==> config.mk <==
export PLATFORM = sky130hd
export DESIGN_NAME = sorted_list_rank_access_top
export DESIGN_NICKNAME = d
export VERILOG_FILES = /design/src/hdl/slra_pkg.sv /design/src/hdl/sorted_list_rank_access_top.sv /design/src/hdl/slra_ram.sv /design/src/hdl/slra_ctrl.sv
export VERILOG_INCLUDE_DIRS = /design/src /design/src/hdl
export SDC_FILE = /design/constraint.sdc
export NUM_CORES = 1
export LEC_CHECK = 0
export BUFFER_PORTS_ARGS = -buffer_cell sky130_fd_sc_hd__buf_2
export CORE_MARGIN = 3
export CORE_UTILIZATION = 45
export DETAILED_ROUTE_END_ITERATION = 6
export GPL_TIMING_DRIVEN = 1
export PLACE_DENSITY = 0.69
export SLEW_MARGIN = 20
export SYNTH_ARGS = -nofsm -noshare
export SYNTH_HDL_FRONTEND = slang
export SYNTH_SLANG_ARGS = --single-unit
export TNS_END_PERCENT = 5
==> constraint.sdc <==
create_clock -name clk_i -period 9.45 [get_ports clk_i]
set_input_delay 0.4725 -clock clk_i [delete_from_list [all_inputs] [get_ports clk_i]]
set_output_delay 0.4725 -clock clk_i [all_outputs]
set_load 0.005 [all_outputs]
==> src/hdl/sorted_list_rank_access_top_defines.svh <==
// Assertion macros shared by the sorted list RTL.
`ifndef SORTED_LIST_RANK_ACCESS_TOP_DEFINES_SVH
`define SORTED_LIST_RANK_ACCESS_TOP_DEFINES_SVH

`ifndef ASSERT_OFF

// Check that a property holds at every clock edge outside reset.
`define ASSERT_PROP(name, clk, rst_n, prop, msg) \
  name: assert property (@(posedge clk) disable iff (!(rst_n)) (prop)) else $error(msg);

// Check that a condition never holds outside reset.
`define ASSERT_NEVER(name, clk, rst_n, cond, msg) \
  name: assert property (@(posedge clk) disable iff (!(rst_n)) !(cond)) else $error(msg);

`else

`define ASSERT_PROP(name, clk, rst_n, prop, msg)
`define ASSERT_NEVER(name, clk, rst_n, cond, msg)

`endif

`endif

==> src/hdl/slra_pkg.sv <==
// Types and constants shared by the sorted list modules.
`timescale 1ns / 1ps
`default_nettype none

package slra_pkg;

  localparam int DEPTH        = 16;
  localparam int KEY_BITS     = 8;
  localparam int PAYLOAD_BITS = 8;
  localparam int IDX_W        = $clog2(DEPTH);
  localparam int CNT_W        = $clog2(DEPTH + 1);

  localparam logic [1:0] OP_INSERT = 2'd0;
  localparam logic [1:0] OP_READ   = 2'd1;
  localparam logic [1:0] OP_REMOVE = 2'd2;

  typedef struct packed {
    logic [1:0]              opcode;
    logic [KEY_BITS-1:0]     key;
    logic [PAYLOAD_BITS-1:0] payload;
    logic [CNT_W-1:0]        rank;
  } req_t;

  typedef struct packed {
    logic                    ok;
    logic [KEY_BITS-1:0]     key_out;
    logic [PAYLOAD_BITS-1:0] payload_out;
    logic [CNT_W-1:0]        count;
  } rsp_t;

  typedef struct packed {
    logic [KEY_BITS-1:0]     key;
    logic [PAYLOAD_BITS-1:0] payload;
  } entry_t;

  typedef struct packed {
    logic             we;
    logic [IDX_W-1:0] waddr;
    entry_t           wdata;
    logic [IDX_W-1:0] raddr;
  } mem_req_t;

endpackage

`default_nettype wire

==> src/hdl/sorted_list_rank_access_top.sv <==
// Top level of the sorted list with insert by key and read/remove by rank.
`timescale 1ns / 1ps
`default_nettype none
// A request is captured, then dispatched: a failed one goes straight to the
// result, a read waits for the RAM data, a remove moves each entry above the
// removed rank down a slot, and an insert moves each entry with a larger key
// up a slot, then writes the new one. One request is in work at a time; the
// block is ready in the cycle after the result enters the output register.
// Reset clears the entry count and all handshake state; RAM contents persist.

module sorted_list_rank_access_top (
  input  wire logic           clk_i,
  input  wire logic           rst_ni,
  input  wire logic           in_valid_i,
  output      logic           in_ready_o,
  input  wire slra_pkg::req_t in_req_i,
  output      logic           out_valid_o,
  input  wire logic           out_ready_i,
  output      slra_pkg::rsp_t out_rsp_o
);

  import slra_pkg::*;

  // Sequencer to output register.
  logic     res_valid;
  logic     res_ready;
  rsp_t     res;

  // Sequencer to entry RAM.
  mem_req_t mem_req;
  entry_t   mem_rdata;

  // Output register state.
  logic     out_valid_q;
  rsp_t     out_rsp_q;

  slra_ctrl u_ctrl (
    .clk_i       (clk_i),
    .rst_ni      (rst_ni),
    .req_valid_i (in_valid_i),
    .req_ready_o (in_ready_o),
    .req_i       (in_req_i),
    .res_valid_o (res_valid),
    .res_ready_i (res_ready),
    .res_o       (res),
    .mem_req_o   (mem_req),
    .mem_rdata_i (mem_rdata)
  );

  // Entries held in rank order: rank r sits at address r - 1.
  slra_ram #(
    .DEPTH_P (DEPTH),
    .WIDTH_P ($bits(entry_t))
  ) u_ram (
    .clk_i   (clk_i),
    .we_i    (mem_req.we),
    .waddr_i (mem_req.waddr),
    .wdata_i (mem_req.wdata),
    .raddr_i (mem_req.raddr),
    .rdata_o (mem_rdata)
  );

  // Output register: take a new result when empty or when the held one
  // leaves in this cycle; hold it otherwise.
  assign res_ready = !out_valid_q || out_ready_i;

  always_ff @(posedge clk_i or negedge rst_ni) begin
    if (!rst_ni) begin
      out_valid_q <= 1'b0;
      out_rsp_q   <= '0;
    end else if (res_ready) begin
      out_valid_q <= res_valid;
      if (res_valid) begin
        out_rsp_q <= res;
      end
    end
  end

  assign out_valid_o = out_valid_q;
  assign out_rsp_o   = out_rsp_q;

endmodule

`default_nettype wire

==> src/hdl/slra_ram.sv <==
// Simple dual-port RAM, one write and one registered read port.
`timescale 1ns / 1ps
`default_nettype none

module slra_ram #(
  parameter int DEPTH_P = 16,
  parameter int WIDTH_P = 16
) (
  input  wire logic                       clk_i,
  input  wire logic                       we_i,
  input  wire logic [$clog2(DEPTH_P)-1:0] waddr_i,
  input  wire logic [WIDTH_P-1:0]         wdata_i,
  input  wire logic [$clog2(DEPTH_P)-1:0] raddr_i,
  output      logic [WIDTH_P-1:0]         rdata_o
);

  logic [WIDTH_P-1:0] mem_q [DEPTH_P];

  always_ff @(posedge clk_i) begin
    if (we_i) begin
      mem_q[waddr_i] <= wdata_i;
    end
  end

  always_ff @(posedge clk_i) begin
    rdata_o <= mem_q[raddr_i];
  end

endmodule

`default_nettype wire

==> src/hdl/slra_ctrl.sv <==
// Sequencer: walks the entry RAM to insert, read and remove by rank.
`timescale 1ns / 1ps
`default_nettype none
`include "sorted_list_rank_access_top_defines.svh"

module slra_ctrl (
  input  wire logic                clk_i,
  input  wire logic                rst_ni,
  input  wire logic                req_valid_i,
  output      logic                req_ready_o,
  input  wire slra_pkg::req_t      req_i,
  output      logic                res_valid_o,
  input  wire logic                res_ready_i,
  output      slra_pkg::rsp_t      res_o,
  output      slra_pkg::mem_req_t  mem_req_o,
  input  wire slra_pkg::entry_t    mem_rdata_i
);

  import slra_pkg::*;

  typedef enum logic [2:0] {
    S_IDLE,
    S_DISPATCH,
    S_INS_WALK,
    S_INS_PUT,
    S_RM_WALK,
    S_RD_WAIT,
    S_RESULT
  } state_e;

  state_e           state_q, state_d;
  req_t             req_q, req_d;
  rsp_t             rsp_q, rsp_d;
  logic [IDX_W-1:0] idx_q, idx_d;
  logic [CNT_W-1:0] occ_q, occ_d;

  entry_t           new_entry;
  logic             rank_ok;
  logic [IDX_W-1:0] pos;

  assign new_entry = '{key: req_q.key, payload: req_q.payload};
  assign rank_ok   = (req_q.rank != '0) && (req_q.rank <= occ_q);
  assign pos       = IDX_W'(req_q.rank - CNT_W'(1));

  // Reads issued in one cycle never target the slot written in the next,
  // so no forwarding is needed around the RAM.
  always_comb begin
    state_d   = state_q;
    req_d     = req_q;
    rsp_d     = rsp_q;
    idx_d     = idx_q;
    occ_d     = occ_q;
    mem_req_o = '0;

    case (state_q)
      S_IDLE: begin
        if (req_valid_i) begin
          req_d   = req_i;
          state_d = S_DISPATCH;
        end
      end

      S_DISPATCH: begin
        rsp_d   = '{ok: 1'b0, key_out: '0, payload_out: '0, count: occ_q};
        state_d = S_RESULT;
        case (req_q.opcode)
          OP_INSERT: begin
            if (occ_q != CNT_W'(DEPTH)) begin
              occ_d      = occ_q + CNT_W'(1);
              rsp_d.ok    = 1'b1;
              rsp_d.count = occ_q + CNT_W'(1);
              idx_d      = occ_q[IDX_W-1:0];
              if (occ_q == '0) begin
                state_d = S_INS_PUT;
              end else begin
                mem_req_o.raddr = IDX_W'(occ_q - CNT_W'(1));
                state_d         = S_INS_WALK;
              end
            end
          end
          OP_READ: begin
            if (rank_ok) begin
              rsp_d.ok        = 1'b1;
              mem_req_o.raddr = pos;
              state_d         = S_RD_WAIT;
            end
          end
          OP_REMOVE: begin
            if (rank_ok) begin
              occ_d       = occ_q - CNT_W'(1);
              rsp_d.ok    = 1'b1;
              rsp_d.count = occ_q - CNT_W'(1);
              idx_d       = pos;
              if (req_q.rank != occ_q) begin
                mem_req_o.raddr = pos + IDX_W'(1);
                state_d         = S_RM_WALK;
              end
            end
          end
          default: begin
            state_d = S_RESULT;
          end
        endcase
      end

      // Walk down from the top: shift larger keys up one slot until the
      // slot below holds a key not above the new one.
      S_INS_WALK: begin
        mem_req_o.we    = 1'b1;
        mem_req_o.waddr = idx_q;
        if (mem_rdata_i.key <= req_q.key) begin
          mem_req_o.wdata = new_entry;
          state_d         = S_RESULT;
        end else begin
          mem_req_o.wdata = mem_rdata_i;
          if (idx_q == IDX_W'(1)) begin
            idx_d   = '0;
            state_d = S_INS_PUT;
          end else begin
            idx_d           = idx_q - IDX_W'(1);
            mem_req_o.raddr = idx_q - IDX_W'(2);
          end
        end
      end

      S_INS_PUT: begin
        mem_req_o.we    = 1'b1;
        mem_req_o.waddr = idx_q;
        mem_req_o.wdata = new_entry;
        state_d         = S_RESULT;
      end

      // Close the gap: move each entry above the removed one down a slot.
      S_RM_WALK: begin
        mem_req_o.we    = 1'b1;
        mem_req_o.waddr = idx_q;
        mem_req_o.wdata = mem_rdata_i;
        if (CNT_W'(idx_q) + CNT_W'(1) < occ_q) begin
          idx_d           = idx_q + IDX_W'(1);
          mem_req_o.raddr = idx_q + IDX_W'(2);
        end else begin
          state_d = S_RESULT;
        end
      end

      S_RD_WAIT: begin
        rsp_d.key_out     = mem_rdata_i.key;
        rsp_d.payload_out = mem_rdata_i.payload;
        state_d           = S_RESULT;
      end

      S_RESULT: begin
        if (res_ready_i) begin
          state_d = S_IDLE;
        end
      end

      default: begin
        state_d = S_IDLE;
      end
    endcase
  end

  always_ff @(posedge clk_i or negedge rst_ni) begin
    if (!rst_ni) begin
      state_q <= S_IDLE;
      req_q   <= '0;
      rsp_q   <= '0;
      idx_q   <= '0;
      occ_q   <= '0;
    end else begin
      state_q <= state_d;
      req_q   <= req_d;
      rsp_q   <= rsp_d;
      idx_q   <= idx_d;
      occ_q   <= occ_d;
    end
  end

  assign req_ready_o = (state_q == S_IDLE);
  assign res_valid_o = (state_q == S_RESULT);
  assign res_o       = rsp_q;

  `ASSERT_NEVER(a_occ_range, clk_i, rst_ni, occ_q > CNT_W'(DEPTH), "occupancy above depth")
  `ASSERT_PROP(a_occ_step, clk_i, rst_ni, !$stable(occ_q) |-> $past(state_q == S_DISPATCH), "occupancy changed outside dispatch")
  `ASSERT_NEVER(a_idle_write, clk_i, rst_ni, (state_q == S_IDLE) && mem_req_o.we, "RAM written while idle")
  `ASSERT_PROP(a_fail_zero, clk_i, rst_ni, res_valid_o && !res_o.ok |-> (res_o.key_out == '0) && (res_o.payload_out == '0), "failed request carries data")

endmodule

`default_nettype wire

Word level (Yosys, flattened, before mapping)
Memory sizes are Yosys's and may differ from the RTL's. A register that Yosys moved wholly into a read port is not among the register bits.
Index checks and enable logic that the tools add are counted.
Widths: inputs -> output; s select.
Storage, ports and cells
  flip-flop bits (word level): 75
  latch bits: 0
  bits in writable memories: 256
  ROM bits: 0
  input bits: 27
  logic and storage cells: 107
  memories: 1
Cells by class
  add/sub/neg operators: 9
  multipliers: 0
  divide/modulo/power cells: 0
  magnitude comparators: 3
  equality and inequality tests: 22
  shifts and indexed selects: 0
  multiplexer cells: 40
  bitwise logic cells: 0
  reduce and logical (&&, ||, !) cells: 17
Memory list
  u_ram.mem_q: depth 16, width 16, rd ports 1, clocked after Yosys merged registers in 1, wr ports 1, RTL line slra_ram.sv:17  | logic [WIDTH_P-1:0] mem_q [DEPTH_P];
Operators by type and width (count)
  $pmux 21 s3: 1
  $mux 4: 13
  $pmux 4 s3: 3
  $pmux 16 s2: 1
  $mux 3: 6
  $pmux 3 s6: 1
  $mux 16: 1
  $mux 5: 2
  $pmux 5 s2: 1
  $eq 3x3->1 const B: 3
  $pmux 3 s3: 1
  $add 4x1->4 const B: 2
  $le 8x8->1: 1
  $ne 2x1->1 const B: 4
  $pmux 4 s2: 1
  $reduce_and 4->1: 2
  $sub 4x1->4 const B: 2
  $eq 3x2->1 const B: 2
  $mux 2: 3
  $ne 2x2->1 const B: 3
  $ne 3x2->1 const B: 2
  $reduce_and 6->1: 1
  $add 4x1->5 const B: 1
  $add 5x1->5 const B: 1
  26 further kinds: 33

Depth between registers and ports, before layout
Gate-level depths: netlist (run 1).
  depth in word-level cells: 6
  mapped depth: 16

Hierarchy
Synthesis (run 1) repeated with hierarchy kept, for this count alone.
Unflattened totals
  cell total of the unflattened synthesis: 888
  area total of the unflattened synthesis: 14602.8 sq um
Modules (own cells, without submodules)
  slra_ram: instances 1, cells each 432, area an instance 10042.1 sq um
  slra_ctrl: instances 1, cells each 406, area an instance 3589.7 sq um
  sorted_list_rank_access_top: instances 1, cells each 50, area an instance 970.9 sq um

Least setup slack after synthesis (run 1)
OpenSTA, ideal clock, no wires.
  path type: flip-flop to flip-flop
  start point: register u_ctrl.idx_q[1]
  end point: register u_ram.rdata_o[10] (read register of u_ram.mem_q)
  arrival: 3.057 ns
  data required time: 9.328 ns
  setup slack: 6.271 ns
  cell stages (with the launch flop): 16
  buffers on the path: 3
  cells stage by stage: dfrtp_1 > clkbuf_1 > inv_1 > ha_1 > ha_1 > a21o_1 > a31oi_1 > o21ai_1 > o21a_1 > o211ai_2 > buf_4 > buf_4 > mux2i_1 > mux2i_1 > o2111a_1 > a221o_1
Between the ends
  word-level cells in the longest chain between the ends: 4
  elaborated cells on any way between the ends: 9
  those cells by class: add/sub: 3; order compare: 1; eq/ne: 1; mux: 4
Ends and longest elaborated chain
  start, declared: RTL line slra_ctrl.sv:34  | logic [IDX_W-1:0] idx_q, idx_d;
  start signal, assigned: RTL line slra_ctrl.sv:175  | idx_q <= idx_d;
  $add 4x1->5 (tied with other cells): RTL line slra_ctrl.sv:138  | if (CNT_W'(idx_q) + CNT_W'(1) < occ_q) begin
  $lt 5x5->1 / $mux 4 (equally long branches): RTL line slra_ctrl.sv:138, slra_ctrl.sv:116
  $mux 4, on equally long branches: RTL line slra_ctrl.sv:138, slra_ctrl.sv:111
  $pmux 4 s3 *: RTL line slra_ctrl.sv:55  | case (state_q)
  end, declared: RTL line slra_ram.sv:14  | output logic [WIDTH_P-1:0] rdata_o
Mark *: on every way between the ends. The rest lies on a longest branch, timed or not.
A chain may end at the register's enable or synchronous reset.

Final worst setup path (run 1)
  start point: register u_ctrl.idx_q[1]
  end point: register u_ram.rdata_o[3] (read register of u_ram.mem_q)
The elaborated chain is that of the path after synthesis.

==> flow_metrics.py, run 1 <==
metrics = {
    "outcome": {
        "status": "finished clean",
    },
    "yosys": {
        "ys_types": 65,
        "syn-cell-area_sq_um": 15050,
        "synth_edf_count": 256,
        "synth_seq_cells": 347,
        "synth_area_per_cell_sq_um": 13.23,
        "postSynth.asyncResetShare_pct": 21.61,
        "synth_ff_type": "edfxtp_1",
        "synth_cells": 1137,
        "yosys_warnings": 0,
        "mappedNetlistNets": 1196,
        "yosysSeqAreaShare_pct": 65.69,
    },
    "setup_path": {
        "worstPathRequired_ns": 9.86,
        "path_delay_family": "buffers and inverters",
        "critPathBufInv": 3,
        "r2r-end": "u_ram.rdata_o[3]",
        "crit_chain": "inv_1 -> ha_1 -> ha_1 -> a21o_1 -> a31oi_1 -> o21ai_1 -> o21a_1 -> o211ai_4 -> buf_4 -> buf_4 -> mux2i_1 -> mux2i_1 -> o2111a_1 -> a221o_1",
        "cp_max_fo": 62,
        "r2r_cells": 14,
        "endpoint_kind": "flop",
        "r2r-start": "u_ctrl.idx_q[1]",
        "critPathLaunch": "u_ctrl.idx_q[1]",
        "rrSetupSlack_ns": 4.60,
        "critPathMaxStageDelay_ns": 0.80,
        "crit_arrival_ns": 5.25,
        "start_kind": "flop",
        "setup.worst_path.class": "reg -> reg",
        "crit_slowest_cell": "buf_4",
    },
    "clocking": {
        "cts-htree-levels": 2,
        "cts_tree": "done",
        "clockBufferDepth": 3,
        "cts_sinks": 347,
        "clkTransAtPathRegs_ns": 0.07,
        "insertion_delay_ns": 0.54,
        "cts_root_buffer": "clkbuf_16",
        "ctsHoldBuffers": 0,
        "post_cts_resize_count": 0,
        "cts_buffers": 36,
        "cts_setup_buffers": 0,
    },
    "min_path": {
        "worstHoldPathType": "in -> async",
    },
    "power_and_ir_drop": {
        "power_switching_share_pct": 38.43,
        "leakage_nw": 6.364,
        "ir_worst_vdd_v": 0.0002090,
        "clkPwrFrac_pct": 21.3,
        "p_comb_share_pct": 40.0,
        "pwr-share-seq_pct": 38.7,
        "p_per_area_nw_per_um2": 386.0,
        "p_int_mw": 4.016,
        "p_switching_mw": 2.507,
    },
    "routing": {
        "wl_microns": 34470,
        "viasPerCell": 5.608,
        "drt_pass1_iterations": 5,
        "drtAntennaViolNets": 0,
        "drcViolationCount": 0,
        "wire_per_inst_microns": 20.83,
        "drt_iter0_markers": 930,
        "num_vias": 9282,
    },
    "floorplan": {
        "fp.dieArea_sq_um": 35670,
        "rows": 66,
        "core_sq_um": 32780,
        "die_w_microns": 188.9,
        "io_pins": 51,
        "die_y_microns": 188.9,
        "start_util_pct": 45.90,
    },
    "timing": {
        "tightestPinTransition_ns": 1.035,
        "setup_ws_ns": 4.601,
        "finalCriticalPeriod_ns": 4.849,
        "setup-violations-final": 0,
        "maxSlewHeadroom_pct": 30.76,
        "grt_setup_unrepaired": "no",
        "finalHoldViolCount": 0,
        "period_share_pct": 51.31,
        "skew_ns": 0.02765,
        "setup_tns_ns": 0,
        "slew_viol_final": 0,
        "fmax_mhz": 206.2,
    },
    "grt": {
        "grt_pass1_vias": 8991,
        "grt_pass1_wl_microns": 53500,
        "gr-total-overflow": 0,
        "grt_max_degree": 76,
        "grt_use_total_pct": 19.23,
        "antenna_found_initial": 0,
    },
    "place": {
        "gp_congestion": 0.8793,
        "dp_slack_ns": 4.663,
        "hpwlAfterDp_microns": 20890,
        "portBuffers": 50,
    },
    "layout": {
        "area_growth_pct": 12.30,
        "most-common-layout-cells": "edfxtp_1, nand2_1, mux2i_1",
        "diodes": 0,
        "layout_commonest_cell": "edfxtp_1",
        "n_fill_cell": 2764,
        "drive_above_1_share_pct": 15.75,
        "fin_nets": 1245,
    },
    "job": {
        "drv_cap": 0,
    },
}
worst max path at each step:
stage | cells after the start | end | slack, ns
finish | 14 | u_ram.rdata_o[3] | 4.60
detailed placement | 14 | u_ram.rdata_o[5] | 4.66
CTS | 14 | u_ram.rdata_o[5] | 4.61
global placement | 14 | u_ram.rdata_o[1] | 4.79
global route | 14 | u_ram.rdata_o[0] | 4.31
floorplan | 15 | u_ram.rdata_o[10] | 6.27
cell families (layout without fill, tap and decap cells):
family,after synthesis,in the layout,synth area share (%)
buffers and inverters,93,169,3.185
DFF,347,347,65.69
muxes,116,116,8.007
adders and majority gates,32,32,2.661
xor gates and xnor gates,11,11,0.6403
AOI/OAI and AO/OA,193,193,9.512
and+or+nand+nor,345,345,10.31
power by group through the flow:
stage,Combinational (mW),Clock [mW],Sequential [mW]
detailed placement,2.59,0,2.54
global placement,2.53,0,2.54
global route,2.88,1.48,2.56
CTS,2.61,1.41,2.52
floorplan,1.98,0,2.41
finish,2.61,1.39,2.52
metal layers:
metal / global-route usage, % / part of all wire [%]
met1: 27.20 / 45
met2: 31.58 / 47
met3: 2.703 / 6.0
met4: 5.042 / 1.9
met5: 0 / 0
flip-flops by register name (all words and copies together), names as in the netlist, 3 cells and up:
register          flops
out_rsp_o            22
u_ctrl.idx_q          4
u_ctrl.new_entry     16
u_ctrl.req_q          7
u_ctrl.res_o         22
u_ctrl.state_q        3
u_ram.mem_q         256
u_ram.rdata_o        16
worst reg2reg max path, stage by stage, from the launching register on:
cell and delay, ns:
dfrtp_1 0.66, inv_1 0.27, ha_1 0.41, ha_1 0.21, a21o_1 0.17, a31oi_1 0.22
o21ai_1 0.18, o21a_1 0.18, o211ai_4 0.15, buf_4 0.50, buf_4 0.82, mux2i_1 0.32
mux2i_1 0.10, o2111a_1 0.26, a221o_1 0.27
through the flow:
stage | total power [mW] | instance area (sq um) | util (%) | std cells | hold slack (ns)
floorplan | 4.397 | 15050 | - | 1137 | 0.1769
global placement | 5.067 | 15730 | 47.99 | 1590 | 0.4612
detailed placement | 5.137 | 15730 | 47.99 | 1590 | 0.4668
CTS | 6.541 | 16900 | 51.55 | 1655 | 0.1059
global route | 6.911 | 16900 | 51.55 | 1655 | 0.1545
finish | 6.523 | 16900 | 51.55 | 1655 | 0.06994
cell usage after synthesis, types with 3 or more instances:
cell / n / area share [%]
a211oi_1: 3 / 0.15
a21o_1: 3 / 0.15
a21oi_1: 23 / 0.76
a221o_1: 17 / 1.1
a221oi_1: 5 / 0.29
a22o_1: 17 / 0.99
a31oi_1: 37 / 1.5
and3_1: 31 / 1.3
and4_1: 3 / 0.17
buf_1: 3 / 0.075
buf_2: 19 / 0.63
buf_4: 10 / 0.50
buf_6: 7 / 0.52
clkbuf_1: 26 / 0.65
dfrtp_1: 75 / 12
dfxtp_1: 16 / 2.1
edfxtp_1: 256 / 51
ha_1: 32 / 2.7
inv_1: 27 / 0.67
mux2_2: 35 / 2.6
mux2i_1: 81 / 5.4
nand2_1: 192 / 4.8
nand2b_1: 4 / 0.17
nand3_1: 35 / 1.2
nor2_1: 40 / 1.0
nor2b_1: 3 / 0.12
nor3_1: 16 / 0.53
nor4_1: 3 / 0.12
o2111a_1: 15 / 1.1
o21a_1: 5 / 0.25
o21ai_0: 40 / 1.3
o21ai_1: 3 / 0.10
o22ai_1: 4 / 0.17
xnor2_1: 8 / 0.47
xor2_1: 3 / 0.17
layout make-up:
cell class | count | area, sq um | share of cell area, %
repair buffers | 77 | 455.4 | 2.695
clock buffers | 42 | 933.4 | 5.523
multi-input cells | 697 | 4738 | 28.04
flip-flops and latches | 347 | 9884 | 58.49
inverters | 27 | 101.3 | 0.5997
clock inverters | 23 | 232.7 | 1.377
well taps | 442 | 553.0 | 3.273
Power figures use the tool's default switching activity.
==> inputs of run 2 (changes only) <==
- PLACE_DENSITY: 0.69 -> 0.71
- clock period: 9.45 -> 4.4 ns (I/O delays scaled with it)
==> flow_metrics.py, run 2 (synthesized netlist as in run 1, its figures left out) <==
metrics = {
    "floorplan": {
        "die_y_microns": 188.9,
        "start_util_pct": 45.90,
        "fp.dieArea_sq_um": 35670,
        "rows": 66,
        "io_pins": 51,
        "die_w_microns": 188.9,
        "core_sq_um": 32780,
    },
    "job": {
        "drv_cap": 0,
    },
    "setup_path": {
        "r2r_cells": 13,
        "worstPathRequired_ns": 4.79,
        "path_delay_family": "compound AO/OA/AOI/OAI gates",
        "cp_max_fo": 26,
        "setup.worst_path.class": "reg -> reg",
        "start_kind": "flop",
        "critPathBufInv": 2,
        "r2r-start": "u_ctrl.idx_q[1]",
        "crit_arrival_ns": 4.35,
        "crit_chain": "inv_1 -> ha_1 -> ha_1 -> a21o_1 -> a31oi_1 -> o21ai_1 -> o21a_1 -> o211ai_4 -> buf_12 -> mux2i_1 -> mux2i_1 -> o2111a_1 -> a221o_1",
        "endpoint_kind": "flop",
        "critPathMaxStageDelay_ns": 0.63,
        "rrSetupSlack_ns": 0.44,
        "r2r-end": "u_ram.rdata_o[15]",
        "crit_slowest_cell": "dfrtp_1",
    },
    "grt": {
        "grt_use_total_pct": 19.27,
        "gr-total-overflow": 0,
        "grt_pass1_vias": 9337,
        "grt_max_degree": 76,
        "antenna_found_initial": 1,
        "grt_pass1_wl_microns": 54160,
    },
    "routing": {
        "wire_per_inst_microns": 20.46,
        "num_vias": 9646,
        "dr.max_layer_used": "met4",
        "drcViolationCount": 0,
        "drt-met1-wl_microns": 15400,
        "viasPerCell": 5.704,
        "wl_microns": 34610,
        "drt_iter0_markers": 835,
        "drt_pass1_iterations": 5,
        "met3_length_microns": 2710,
        "drtAntennaViolNets": 0,
        "wl_met2_microns": 15580,
    },
    "power_and_ir_drop": {
        "clkPwrFrac_pct": 20.6,
        "p_per_area_nw_per_um2": 822.1,
        "leakage_nw": 6.539,
        "p_comb_share_pct": 41.6,
        "ir_worst_vdd_v": 0.0005759,
        "pwr-share-seq_pct": 37.8,
        "p_int_mw": 8.784,
        "power_switching_share_pct": 38.11,
        "p_switching_mw": 5.408,
    },
    "layout": {
        "fin_nets": 1281,
        "area_growth_pct": 14.72,
        "instances_no_fill": 1691,
        "multiInputGateArea_sq_um": 4738,
        "regArea_sq_um": 9884,
        "drive_above_1_share_pct": 15.93,
        "top_register": "u_ram.mem_q",
        "layout_commonest_cell": "edfxtp_1",
        "most-common-layout-cells": "edfxtp_1, nand2_1, mux2i_1",
        "n_fill_cell": 2677,
        "largest_reg_flops": 256,
        "diodes": 0,
    },
    "clocking": {
        "insertion_delay_ns": 0.52,
        "cts_root_buffer": "clkbuf_16",
        "clockBufferDepth": 3,
        "cts_tree": "done",
        "cts-htree-levels": 2,
        "clkTransAtPathRegs_ns": 0.06,
        "cts_buffers": 37,
        "cts_sinks": 347,
        "post_cts_resize_count": 0,
        "cts_setup_buffers": 0,
    },
    "outcome": {
        "status": "finished clean",
    },
    "place": {
        "dp.cells": 1601,
        "portBuffers": 50,
        "gp_congestion": 0.8792,
        "hpwlAfterDp_microns": 21970,
    },
    "min_path": {
        "hold_start": "out_ready_i",
        "whs_path_depth": 3,
        "holdPathEnd": "out_valid_o",
        "worstHoldPathType": "in -> reg",
    },
    "timing": {
        "slew_viol_final": 0,
        "grt_setup_unrepaired": "no",
        "finalHoldViolCount": 0,
        "period_share_pct": 90.05,
        "fmax_mhz": 252.4,
        "setup-violations-final": 0,
        "skew_ns": 0.01839,
        "setup_tns_ns": 0,
        "tightestPinTransition_ns": 1.058,
        "finalCriticalPeriod_ns": 3.962,
        "maxSlewHeadroom_pct": 29.36,
    },
}
-- run 2: cell types whose count changed in the layout (fill, tap and decap cells not counted) --
cell and delta:
dlygate4sd3_1 +24, buf_4 +6, buf_12 +5, clkinvlp_4 -3, clkbuf_1 +2, clkbuf_8 +2, clkinv_1 +2, bufinv_16 -1
clkbuf_16 +1, clkinv_8 -1, inv_16 -1
-- run 2: metal layers --
layer | vias up | global-route usage, %
li1 | 4408 | -
met1 | 4763 | 27.67
met2 | 405 | 29.87
met3 | 70 | 3.944
met4 | 0 | 5.844
met5 | - | 0
-- run 2: what timing repair did --
item / 4_1_cts / 5_1_grt
hold endpoints to repair: 98 / 0
endpoints found under the setup margin: 0 / 0
hold buffers: 24 / 0
-- run 2: worst max-delay path by stage --
| stage | from | end | slack (ns) | cells after the start |
|---|---|---|---|---|
| 2_1_floorplan | u_ctrl.idx_q[1] | u_ram.rdata_o[10] | 1.22 | 15 |
| 3_3_place_gp | u_ctrl.idx_q[1] | u_ram.rdata_o[2] | 0.66 | 13 |
| 3_5_place_dp | u_ctrl.idx_q[1] | u_ram.rdata_o[1] | 0.50 | 13 |
| 4_1_cts | u_ctrl.idx_q[1] | u_ram.rdata_o[1] | 0.49 | 13 |
| 5_1_grt | u_ctrl.idx_q[1] | u_ram.rdata_o[0] | 0.20 | 13 |
| 6_report | u_ctrl.idx_q[1] | u_ram.rdata_o[15] | 0.44 | 13 |
-- run 2: area by class of cell --
| class | instances | area share (%) |
|---|---|---|
| repair buffers | 112 | 4.871 |
| well taps | 442 | 3.204 |
| clock inverters | 19 | 0.8770 |
| multi-input cells | 697 | 27.45 |
| flip-flops and latches | 347 | 57.26 |
| inverters | 27 | 0.5871 |
| clock buffers | 47 | 5.755 |
-- run 2: stage by stage --
stage                     util (%)  instance area (sq um)  total power, mW  hold WS [ns]  worst slack (ns)
after floorplan                  -                  15050            9.444      -0.07559             1.221
after global placement       48.43                  15880            11.08        0.4164            0.6593
after detailed placement     48.43                  15880            11.24        0.4263            0.4997
after CTS                    52.66                  17260            14.22      0.008096            0.4914
after global routing         52.66                  17260            15.04       0.04027            0.1980
final                        52.66                  17260            14.19       0.02473            0.4379
-- run 2: tightest hold or removal path: cells and delay by family --
kind | cells | cell delay, ns
buf+inv | 1 | 0.07
simple gates | 2 | 0.20
-- run 2: power groups by stage --
stage	Sequential [mW]	Clock [mW]	Combinational, mW
floorplan	5.19	0	4.26
CTS	5.35	2.99	5.88
global route	5.44	3.11	6.49
detailed placement	5.41	0	5.83
finish	5.36	2.93	5.90
global placement	5.38	0	5.70
==> inputs of run 3 (changes only) <==
- CAP_MARGIN: not set -> 20
- GPL_TIMING_DRIVEN: 1 -> not set
- PLACE_DENSITY: 0.71 -> 0.69
- clock period: 4.4 -> 3.9 ns (I/O delays scaled with it)
==> flow_metrics.py, run 3 (synthesized netlist as in run 1, its figures left out) <==
metrics = {
    "timing": {
        "setup_ws_ns": 0.2269,
        "whs_ns": 0.3333,
        "finalCriticalPeriod_ns": 3.673,
        "setup_tns_ns": 0,
        "period_share_pct": 94.18,
        "maxSlewHeadroom_pct": 29.91,
        "finalHoldViolCount": 0,
        "grt_setup_unrepaired": "no",
        "skew_ns": 0.01476,
        "setup-violations-final": 0,
        "slew_viol_final": 0,
        "tightestPinTransition_ns": 1.050,
        "fmax_mhz": 272.3,
    },
    "floorplan": {
        "core_sq_um": 32780,
        "rows": 66,
        "die_y_microns": 188.9,
        "die_w_microns": 188.9,
        "fp.dieArea_sq_um": 35670,
        "io_pins": 51,
        "start_util_pct": 45.90,
    },
    "layout": {
        "utilization_pct": 53.04,
        "largest_reg_flops": 256,
        "fin_nets": 1294,
        "most-common-layout-cells": "edfxtp_1, nand2_1, mux2i_1",
        "drive_above_1_share_pct": 16.65,
        "top_register": "u_ram.mem_q",
        "layout_commonest_cell": "edfxtp_1",
        "area_growth_pct": 15.55,
        "diodes": 0,
    },
    "grt": {
        "antenna_found_initial": 0,
        "grt_max_degree": 76,
        "grt_pass1_vias": 9594,
        "grt_use_total_pct": 19.78,
        "grt_pass1_wl_microns": 55230,
        "gr-total-overflow": 0,
    },
    "outcome": {
        "status": "finished clean",
    },
    "routing": {
        "wl_microns": 35390,
        "met3_length_microns": 2676,
        "drt-met1-wl_microns": 15610,
        "num_vias": 9767,
        "wire_per_inst_microns": 20.78,
        "drt_pass1_iterations": 5,
        "drcViolationCount": 0,
        "drt_iter0_markers": 829,
        "dr.max_layer_used": "met4",
        "wl_met2_microns": 16220,
        "drtAntennaViolNets": 0,
        "viasPerCell": 5.735,
    },
    "place": {
        "gp_congestion": 0.9296,
        "dp_slack_ns": 0.2440,
        "hpwlAfterDp_microns": 22010,
        "portBuffers": 50,
    },
    "setup_path": {
        "critPathLaunch": "u_ctrl.idx_q[1]",
        "worstPathRequired_ns": 4.30,
        "r2r-start": "u_ctrl.idx_q[1]",
        "cp_max_fo": 38,
        "r2r-end": "u_ram.rdata_o[7]",
        "endpoint_kind": "flop",
        "crit_arrival_ns": 4.07,
        "setup.worst_path.class": "reg -> reg",
        "start_kind": "flop",
        "rrSetupSlack_ns": 0.23,
        "r2r_cells": 15,
    },
    "clocking": {
        "cts_tree": "done",
        "insertion_delay_ns": 0.52,
        "cts_root_buffer": "clkbuf_16",
        "cts-htree-levels": 2,
        "cts_setup_buffers": 0,
        "cts_buffers": 37,
        "clkTransAtPathRegs_ns": 0.06,
        "cts_sinks": 347,
        "clockBufferDepth": 3,
    },
    "power_and_ir_drop": {
        "ir_worst_vdd_v": 0.0007449,
        "p_per_area_nw_per_um2": 928.4,
        "leakage_nw": 6.614,
    },
    "min_path": {
        "holdPathEnd": "u_ctrl.req_q[22]",
        "hold_start": "in_valid_i",
        "whs_path_depth": 4,
        "worstHoldPathType": "in -> reg",
    },
    "job": {
        "drv_cap": 0,
    },
}
## run 3: metal layers
| layer | GRT usage [%] | vias up |
|---|---|---|
| met5 | 0 | - |
| met4 | 5.614 | 0 |
| met3 | 3.018 | 69 |
| met2 | 31.58 | 393 |
| met1 | 28.44 | 4874 |
| li1 | - | 4431 |
## run 3: critical path: stages (launching register included)
cell,delay [ns]
dfrtp_1,0.37
buf_4,0.19
ha_1,0.24
xor2_1,0.18
ha_1,0.31
a21o_1,0.16
a31oi_1,0.17
o21ai_1,0.17
o21a_1,0.19
o211ai_4,0.22
buf_12,0.22
buf_12,0.27
mux2i_1,0.23
mux2i_1,0.11
o2111a_1,0.24
a221o_1,0.25
## run 3: area by class of cell
type	instances	area [sq um]
repair buffers	125	978.4
clock inverters	13	96.34
clock buffers	52	1032
multi-input cells	697	4741
flip-flops and latches	347	9886
inverters	27	101.3
well taps	442	553.0
fillers	2685	15400
## run 3: repair_timing
action                                  in CTS  in global routing
hold buffers                                25                  0
endpoints found under the setup margin       0                  6
hold endpoints to repair                    99                  0
resized for setup                            0                  1
## run 3: power by group
part           leakage (nW)  switching, mW  internal, mW
clock                 0.557           1.36          1.91
sequential             3.44          0.472          5.49
combinational          2.62           4.30          2.61
## run 3: worst max-delay path by stage
stage	depth (start not counted)	slack [ns]	end
6_report	15	0.23	u_ram.rdata_o[7]
5_1_grt	15	0.01	u_ram.rdata_o[7]
4_1_cts	14	0.21	u_ram.rdata_o[7]
3_5_place_dp	14	0.24	u_ram.rdata_o[2]
3_3_place_gp	14	0.34	u_ram.rdata_o[0]
2_1_floorplan	15	0.72	u_ram.rdata_o[10]
## run 3: metrics by stage
step	instances	cell area, sq um	power [mW]
after CTS	1703	17380	16.15
after floorplan	1137	15050	10.66
after global placement	1613	16010	12.68
final	1703	17390	16.14
after global routing	1703	17390	17.14
after detailed placement	1613	16010	12.83
